===== src/design/eskc_pkg.sv =====
// ----------------------------------------------------------------------------
// Soft-knee compressor package
// Formats, register indexes and reset values shared by the compressor files.
// ----------------------------------------------------------------------------
package eskc_pkg;

    // Default sample width; samples are signed Q3.(SAMPLE_BITS-4).
    localparam int SAMPLE_BITS_DEF = 24;

    // Register formats.
    localparam int COEF_BITS  = 24;
    localparam int DEPTH_BITS = 17;

    // Configuration port.
    localparam int CFG_ADDR_BITS = 2;
    localparam int CFG_DATA_BITS = 24;

    localparam logic [CFG_ADDR_BITS-1:0] REG_ATTACK  = 2'd0;
    localparam logic [CFG_ADDR_BITS-1:0] REG_RELEASE = 2'd1;
    localparam logic [CFG_ADDR_BITS-1:0] REG_DEPTH   = 2'd2;

    localparam logic [COEF_BITS-1:0]  ATTACK_RESET  = 24'd16690059;
    localparam logic [COEF_BITS-1:0]  RELEASE_RESET = 24'd16774303;
    localparam logic [DEPTH_BITS-1:0] DEPTH_RESET   = 17'd0;

    // Gain is Q0.24 and may reach exactly one, so it needs 25 bits.
    localparam int GAIN_BITS = 25;

    // Width of the mul_a operand of the shared multiplier.
    localparam int MUL_A_BITS = 25;

    // Make-up factor, Q1.18.
    localparam int MAKEUP_FRAC = 18;

    // The gain quotient is produced one bit per step.
    localparam int DIV_STEPS = 25;

endpackage


===== src/design/envelope_soft_knee_compressor_top.sv =====
// ----------------------------------------------------------------------------
// Soft-knee compressor with peak envelope follower
// Usage:
//   Samples arrive on the s_axis channel, one signed sample per item, and
//   compressed samples leave on the m_axis channel in the same order, one per
//   input item. Registers are written through cfg_we/cfg_addr/cfg_wdata: index
//   0 is the attack coefficient, 1 the release coefficient and 2 the
//   compression depth; other indexes are ignored. The user must write them
//   only while the block is idle; the block itself does not enforce this.
//   One shared multiplier and a one-bit-per-cycle restoring divider are run
//   by a small sequencer, so the block takes one item at a time.
//   An item whose envelope is above the threshold also runs the 25-step gain
//   division before its result appears. s_axis_tready returns in the same
//   cycle as the result appears, so the next item is accepted only after the
//   previous one has left the sequencer.
//   A finished result waits in the output register; the next item may be
//   accepted and worked on meanwhile, and only its own result waits for the
//   receiver to take the previous one.
//   Reset clears the envelope, restores the register defaults and empties
//   the output register.
// ----------------------------------------------------------------------------
module envelope_soft_knee_compressor_top
    import eskc_pkg::*;
#(
    parameter int SAMPLE_BITS = SAMPLE_BITS_DEF
)
(
    input  logic                                 clk,
    input  logic                                 rst_n,
    // Configuration write port.
    input  logic                                 cfg_we,
    input  logic [CFG_ADDR_BITS-1:0]             cfg_addr,
    input  logic [CFG_DATA_BITS-1:0]             cfg_wdata,
    // Input samples.
    input  logic                                 s_axis_tvalid,
    output logic                                 s_axis_tready,
    input  logic [((SAMPLE_BITS+7)/8)*8-1:0]     s_axis_tdata,  // sample_in
    // Output samples.
    output logic                                 m_axis_tvalid,
    input  logic                                 m_axis_tready,
    output logic [((SAMPLE_BITS+7)/8)*8-1:0]     m_axis_tdata   // sample_out
);

    localparam int TDATA_BITS = ((SAMPLE_BITS + 7) / 8) * 8;
    localparam int FRAC_BITS  = SAMPLE_BITS - 4;
    localparam int PROD_BITS  = SAMPLE_BITS + MUL_A_BITS;
    localparam int DEN_BITS   = SAMPLE_BITS + 19;
    localparam int REM_BITS   = DEN_BITS + 1;
    localparam int CNT_BITS   = $clog2(DIV_STEPS);
    localparam int U_BITS     = PROD_BITS - MAKEUP_FRAC;

    localparam logic [SAMPLE_BITS-1:0] THRESH  = SAMPLE_BITS'(1) << (FRAC_BITS - 2);
    localparam logic [DEN_BITS-1:0]    DIV_ONE = DEN_BITS'(1) << (FRAC_BITS + 16);
    localparam logic [GAIN_BITS-1:0]   UNITY   = GAIN_BITS'(1) << COEF_BITS;
    localparam logic [PROD_BITS-1:0]   HALF_24 = PROD_BITS'(1) << (COEF_BITS - 1);
    localparam logic [PROD_BITS-1:0]   HALF_MK = PROD_BITS'(1) << (MAKEUP_FRAC - 1);
    localparam logic [U_BITS-1:0]      POS_LIM = U_BITS'((1 << (SAMPLE_BITS - 1)) - 1);
    localparam logic [U_BITS-1:0]      NEG_LIM = U_BITS'(1) << (SAMPLE_BITS - 1);
    localparam logic [CNT_BITS-1:0]    LAST_STEP = CNT_BITS'(DIV_STEPS - 1);

    typedef enum logic [12:0] {
        ST_IDLE       = 13'b0000000000001,
        ST_SEL        = 13'b0000000000010,
        ST_MUL_OLD    = 13'b0000000000100,
        ST_MUL_NEW    = 13'b0000000001000,
        ST_ENV        = 13'b0000000010000,
        ST_OVER       = 13'b0000000100000,
        ST_MUL_OVER   = 13'b0000001000000,
        ST_DEN        = 13'b0000010000000,
        ST_DIV        = 13'b0000100000000,
        ST_MUL_GAIN   = 13'b0001000000000,
        ST_SCALE      = 13'b0010000000000,
        ST_MUL_MAKEUP = 13'b0100000000000,
        ST_OUT        = 13'b1000000000000
    } state_t;

    // Control state.
    state_t                 state_reg, state_next;
    logic [COEF_BITS-1:0]   att_reg;
    logic [COEF_BITS-1:0]   rel_reg;
    logic [DEPTH_BITS-1:0]  depth_reg;
    logic [SAMPLE_BITS-1:0] env_reg, env_next;
    logic [CNT_BITS-1:0]    cnt_reg, cnt_next;
    logic                   out_valid_reg, out_valid_next;

    // Datapath registers.
    logic                   neg_reg, neg_next;
    logic [SAMPLE_BITS-1:0] mag_reg, mag_next;
    logic [MUL_A_BITS-1:0]  coef_reg, coef_next;
    logic [PROD_BITS-1:0]   prod_reg, prod_next;
    logic [PROD_BITS-1:0]   acc_reg, acc_next;
    logic [SAMPLE_BITS-1:0] over_reg, over_next;
    logic [DEN_BITS-1:0]    den_reg, den_next;
    logic [REM_BITS-1:0]    rem_reg, rem_next;
    logic [GAIN_BITS-1:0]   gain_reg, gain_next;
    logic [SAMPLE_BITS-1:0] t_reg, t_next;
    logic [SAMPLE_BITS-1:0] out_data_reg, out_data_next;

    // Shared multiplier operands and intermediate values.
    logic [MUL_A_BITS-1:0]  mul_a;
    logic [SAMPLE_BITS-1:0] mul_b;
    logic [SAMPLE_BITS-1:0] raw;
    logic [PROD_BITS-1:0]   sum;
    logic [REM_BITS-1:0]    diff;
    logic                   ge;
    logic [U_BITS-1:0]      u_val;
    logic [U_BITS-1:0]      u_sat;

    assign raw           = s_axis_tdata[SAMPLE_BITS-1:0];
    assign s_axis_tready = (state_reg == ST_IDLE);
    assign m_axis_tvalid = out_valid_reg;
    assign m_axis_tdata  = TDATA_BITS'(out_data_reg);

    // Operand selection for the shared multiplier.
    always_comb
    begin
        unique case (state_reg)
            ST_MUL_OLD:
            begin
                mul_a = coef_reg;
                mul_b = env_reg;
            end
            ST_MUL_NEW:
            begin
                mul_a = coef_reg;
                mul_b = mag_reg;
            end
            ST_MUL_OVER:
            begin
                mul_a = MUL_A_BITS'(depth_reg);
                mul_b = over_reg;
            end
            ST_MUL_GAIN:
            begin
                mul_a = gain_reg;
                mul_b = mag_reg;
            end
            ST_MUL_MAKEUP:
            begin
                mul_a = coef_reg;
                mul_b = t_reg;
            end
            default:
            begin
                mul_a = '0;
                mul_b = '0;
            end
        endcase
    end

    // Shared adder path: envelope sum, rounding of the gain and make-up products.
    always_comb
    begin
        unique case (state_reg)
            ST_ENV:   sum = acc_reg + prod_reg;
            ST_SCALE: sum = prod_reg + HALF_24;
            default:  sum = prod_reg + HALF_MK;
        endcase
    end

    // One restoring step of the gain division.
    assign ge   = (rem_reg >= {1'b0, den_reg});
    assign diff = ge ? (rem_reg - {1'b0, den_reg}) : rem_reg;

    // Make-up result and saturation against the signed range.
    assign u_val = sum[PROD_BITS-1:MAKEUP_FRAC];
    always_comb
    begin
        if (neg_reg)
        begin
            u_sat = (u_val > NEG_LIM) ? NEG_LIM : u_val;
        end
        else
        begin
            u_sat = (u_val > POS_LIM) ? POS_LIM : u_val;
        end
    end

    // Sequencer and datapath next values.
    always_comb
    begin
        state_next     = state_reg;
        env_next       = env_reg;
        cnt_next       = cnt_reg;
        out_valid_next = out_valid_reg;
        neg_next       = neg_reg;
        mag_next       = mag_reg;
        coef_next      = coef_reg;
        prod_next      = PROD_BITS'(mul_a) * PROD_BITS'(mul_b);
        acc_next       = acc_reg;
        over_next      = over_reg;
        den_next       = den_reg;
        rem_next       = rem_reg;
        gain_next      = gain_reg;
        t_next         = t_reg;
        out_data_next  = out_data_reg;

        // The receiver takes the waiting result.
        if (out_valid_reg && m_axis_tready)
        begin
            out_valid_next = 1'b0;
        end

        unique case (state_reg)
            ST_IDLE:
            begin
                if (s_axis_tvalid)
                begin
                    neg_next   = raw[SAMPLE_BITS-1];
                    mag_next   = raw[SAMPLE_BITS-1] ? (~raw + SAMPLE_BITS'(1)) : raw;
                    state_next = ST_SEL;
                end
            end
            ST_SEL:
            begin
                // Attack when the magnitude rises above the envelope.
                coef_next  = {1'b0, (mag_reg > env_reg) ? att_reg : rel_reg};
                state_next = ST_MUL_OLD;
            end
            ST_MUL_OLD:
            begin
                coef_next  = UNITY - coef_reg;
                state_next = ST_MUL_NEW;
            end
            ST_MUL_NEW:
            begin
                acc_next   = prod_reg + HALF_24;
                state_next = ST_ENV;
            end
            ST_ENV:
            begin
                env_next   = sum[COEF_BITS +: SAMPLE_BITS];
                state_next = ST_OVER;
            end
            ST_OVER:
            begin
                if (env_reg > THRESH)
                begin
                    over_next  = env_reg - THRESH;
                    state_next = ST_MUL_OVER;
                end
                else
                begin
                    gain_next  = UNITY;
                    state_next = ST_MUL_GAIN;
                end
            end
            ST_MUL_OVER:
            begin
                state_next = ST_DEN;
            end
            ST_DEN:
            begin
                den_next   = DIV_ONE + DEN_BITS'({prod_reg[SAMPLE_BITS+15:0], 2'b00});
                rem_next   = REM_BITS'(DIV_ONE);
                gain_next  = '0;
                cnt_next   = '0;
                state_next = ST_DIV;
            end
            ST_DIV:
            begin
                rem_next  = {diff[REM_BITS-2:0], 1'b0};
                gain_next = {gain_reg[GAIN_BITS-2:0], ge};
                cnt_next  = cnt_reg + CNT_BITS'(1);
                if (cnt_reg == LAST_STEP)
                begin
                    state_next = ST_MUL_GAIN;
                end
            end
            ST_MUL_GAIN:
            begin
                state_next = ST_SCALE;
            end
            ST_SCALE:
            begin
                t_next     = sum[COEF_BITS +: SAMPLE_BITS];
                coef_next  = (MUL_A_BITS'(1) << MAKEUP_FRAC) + MUL_A_BITS'(depth_reg);
                state_next = ST_MUL_MAKEUP;
            end
            ST_MUL_MAKEUP:
            begin
                state_next = ST_OUT;
            end
            ST_OUT:
            begin
                // The make-up product is held while the result waits.
                prod_next = prod_reg;
                // Wait until the output register is free.
                if (!out_valid_reg || m_axis_tready)
                begin
                    out_data_next  = neg_reg ? (~u_sat[SAMPLE_BITS-1:0] + SAMPLE_BITS'(1))
                                             : u_sat[SAMPLE_BITS-1:0];
                    out_valid_next = 1'b1;
                    state_next     = ST_IDLE;
                end
            end
            default:
            begin
                state_next = ST_IDLE;
            end
        endcase
    end

    // Control registers and the configuration registers.
    always_ff @(posedge clk or negedge rst_n)
    begin
        if (!rst_n)
        begin
            state_reg     <= ST_IDLE;
            env_reg       <= '0;
            cnt_reg       <= '0;
            out_valid_reg <= 1'b0;
            att_reg       <= ATTACK_RESET;
            rel_reg       <= RELEASE_RESET;
            depth_reg     <= DEPTH_RESET;
        end
        else
        begin
            state_reg     <= state_next;
            env_reg       <= env_next;
            cnt_reg       <= cnt_next;
            out_valid_reg <= out_valid_next;
            if (cfg_we)
            begin
                unique case (cfg_addr)
                    REG_ATTACK:  att_reg   <= cfg_wdata[COEF_BITS-1:0];
                    REG_RELEASE: rel_reg   <= cfg_wdata[COEF_BITS-1:0];
                    REG_DEPTH:   depth_reg <= cfg_wdata[DEPTH_BITS-1:0];
                    default:     ;
                endcase
            end
        end
    end

    // Datapath registers.
    always_ff @(posedge clk)
    begin
        neg_reg      <= neg_next;
        mag_reg      <= mag_next;
        coef_reg     <= coef_next;
        prod_reg     <= prod_next;
        acc_reg      <= acc_next;
        over_reg     <= over_next;
        den_reg      <= den_next;
        rem_reg      <= rem_next;
        gain_reg     <= gain_next;
        t_reg        <= t_next;
        out_data_reg <= out_data_next;
    end

endmodule


===== config.mk =====
export PLATFORM = sky130hd
export DESIGN_NAME = envelope_soft_knee_compressor_top
export DESIGN_NICKNAME = d
export VERILOG_FILES = /design/src/design/eskc_pkg.sv /design/src/design/envelope_soft_knee_compressor_top.sv
export SDC_FILE = /design/constraint.sdc
export NUM_CORES = 2
export LEC_CHECK = 0
export ABC_AREA = 0
export BUFFER_PORTS_ARGS = -buffer_cell sky130_fd_sc_hd__buf_4
export CORE_ASPECT_RATIO = 1.2
export CORE_UTILIZATION = 39
export CTS_CLUSTER_DIAMETER = 30
export DETAILED_ROUTE_END_ITERATION = 16
export PLACE_DENSITY = 0.61
export SLEW_MARGIN = 30
export SYNTH_ARGS = -nofsm -noshare
export SYNTH_HDL_FRONTEND = slang
export SYNTH_SLANG_ARGS = --single-unit

===== constraint.sdc =====
create_clock -name clk -period 15.6 [get_ports clk]
set_input_delay 4.68 -clock clk [delete_from_list [all_inputs] [get_ports clk]]
set_output_delay 4.68 -clock clk [all_outputs]
set_load 0.005 [all_outputs]

==> results.ini <==
[critical_path]
critPathTopFamily=adder cells
setup.worst_path.end_class=flop
crit_path_top_delay_cell=or4b_2
worst-path-buf-inv=8
start_kind=flop
crit_start=state_reg[7]
cpMostUsedCell=fa_1
path_class=flop to flop
worstPathRequired_ns=16.00
slowest_delay_ns=0.84
reg2reg_from=state_reg[7]
critPathMaxFanout=45
arrival_ns=12.49

[synth]
syn_area_sq_mm=0.0445
avgSynthCellArea_sq_um=9.44
yosys_warnings=0
synth-seq-area-share=0.282
ys.flop_type=edfxtp_1
ys_types=91
syn_inst=4713
ys_ff_latch=435
synthArstFlopShare=0.248
synth_nets=5570
synth-edff-count=327

[detailed_routing]
firstDrtPassIters=8
vias_per_cell=5.50
first_iter_violations=2804
drtAntennaViolNets=0
routed_wirelength_mm=143
wire_per_inst_microns=22.6
dr_total_vias=34800
drcViolationCount=0

[clock_network]
cts_resized=0
worstSkewPairLatency_ns=0.67
numCtsBuffers=98
cts.sinks=435
postCtsHoldBufs=0
root_buffer=clkbuf_16
cts_tree=built
htree_num_levels=3
post_cts_buffers=0
cts_buffer_depth=3
clk_pin_slew_ns=0.05

[power_and_ir_drop]
leakagePower_nw=22.8
power_density_mw_per_mm2=87.8
vdd_ir_drop_max_v=0.0000856
finalPower_mw=4.40

[cells_and_area]
layout_common_cells=730 x inv_1, 669 x nand2_1, 505 x fa_1
fill_cells=10900
syn_to_final_growth_pct=12.6
register_area_sq_mm=0.0126
final_nets=5594
multi_input_area_sq_mm=0.0283
final_common_cell=inv_1
fin_cells=6329
final_layout_size_suffix_gt1_frac=0.0983

[floorplan]
fp.coreArea_sq_mm=0.113
die_w_microns=310
die_area_sq_mm=0.115
chipHeight_microns=372
rows=135
start_util=0.394
io_pins=81

[place]
placedCellCount=6144
port_buffers=80
dp.final_hpwl_mm=112
gp_congestion=1.00

[global_routing]
grt_max_degree=57
gr-total-overflow=0
grt_use_met3=0.0499
grt_use_total=0.254
grt_pass1_wl_mm=219
antenna_found_initial=2
use_met1=0.315
gr-max-usage-layer=met2
grt.met2_usage=0.410
grt_pass1_vias=36100

[hold_path]
hold_path_class=flop to flop
worst_hold_startpoint=prod_reg[6]

[status]
status=finished clean

[timing]
fin_crit_sh=0.775
holdWs_ns=0.499
finalClockSkew_ns=0.0432
finalSetupTns_ns=0
maxSlewViolCount=0
finalHoldViolCount=0
finalSetupViolCount=0
slew_headroom=0.343
min_period_ns=12.09
worst_slew_pin_slew_ns=0.983
max_freq_mhz=82.7
rsz0062_at_grt=no

[run]
max-cap-violations=0

[worst paths after layout]
path	to	slack, ns	depth (start not counted)
max in group asynchronous	env_reg[22]	10.23	2
min in group asynchronous	att_reg[12]	4.06	1
setup reg to reg	prod_reg[48]	3.51	34
hold / removal	acc_reg[6]	0.50	0
setup / recovery	prod_reg[48]	3.51	34
hold reg to reg	acc_reg[6]	0.50	0
[cell families (layout without fill, tap and decap cells)]
logic type                 after synthesis  in the layout  share of synthesized area
muxes                                  108            108                     0.0263
AOI/OAI and AO/OA                      734            734                      0.109
adders and majority gates              802            802                      0.311
xor gates and xnor gates               193            193                     0.0380
DFF                                    435            435                      0.282
other                                    0              2                          0
buffers and inverters                  955           1062                     0.0817
and+or+nand+nor                       1486           1486                      0.152
[cell type report]
cell class / count / share of cell area
multi-input cells: 3323 / 0.566
flip-flops and latches: 435 / 0.251
inverters: 734 / 0.0550
clock buffers: 111 / 0.0518
well taps: 1507 / 0.0376
repair buffers: 145 / 0.0217
clock inverters: 72 / 0.0168
diodes: 2 / 0.0000999
[through the flow]
step	setup WS (ns)	util	area, sq um
5_1_grt	2.94	0.443	50100
2_1_floorplan	4.43	-	44500
6_report	3.51	0.443	50100
3_5_place_dp	3.77	0.413	46600
4_1_cts	3.73	0.443	50100
3_3_place_gp	3.93	0.412	46600
[power breakdown]
group / leakage, nW / internal (mW) / switching [mW]
registers: 4.62 / 1.40 / 0.128
logic: 16.5 / 0.267 / 0.492
clock network: 1.65 / 1.39 / 0.720
[worst register-to-register path: cells and delay by family, from the launching register on]
kind	cells	cell delay, ns
adder cells (fa/ha/maj)	8	4.01
AND/OR/NAND/NOR	6	2.32
AO/OA/AOI/OAI	11	3.67
flip-flops	1	0.46
buffers and inverters	8	1.28
XOR/XNOR	1	0.08
[synthesized netlist by cell type, types with 24 or more instances]
| cell type | count | area [sq um] |
|---|---|---|
| inv_1 | 732 | 2750 |
| nor3_1 | 63 | 315 |
| or3_1 | 34 | 213 |
| o21ai_0 | 146 | 731 |
| fa_1 | 505 | 10100 |
| nand3_1 | 64 | 320 |
| o21a_1 | 29 | 218 |
| clkbuf_1 | 194 | 728 |
| a22oi_1 | 42 | 315 |
| xor2_1 | 63 | 552 |
| nor2_1 | 355 | 1330 |
| edfxtp_1 | 327 | 9820 |
| a222oi_1 | 24 | 240 |
| dfrtp_1 | 72 | 1800 |
| dfstp_2 | 36 | 946 |
| a21o_1 | 70 | 526 |
| and3_1 | 33 | 206 |
| mux2i_1 | 36 | 360 |
| nand4_1 | 38 | 238 |
| nand2b_1 | 31 | 194 |
| ha_1 | 297 | 3720 |
| a21oi_1 | 201 | 1010 |
| xnor2_1 | 130 | 1140 |
| nand2_1 | 672 | 2520 |
| and2_1 | 73 | 457 |
| mux2_2 | 72 | 811 |
[routing by layer]
layer | routed length (microns) | part of all wire
met1 | 56600 | 0.39
met2 | 65900 | 0.46
met3 | 11200 | 0.078
met4 | 9670 | 0.067
met5 | 0 | 0
No activity file was read; power rests on OpenSTA's default activity.
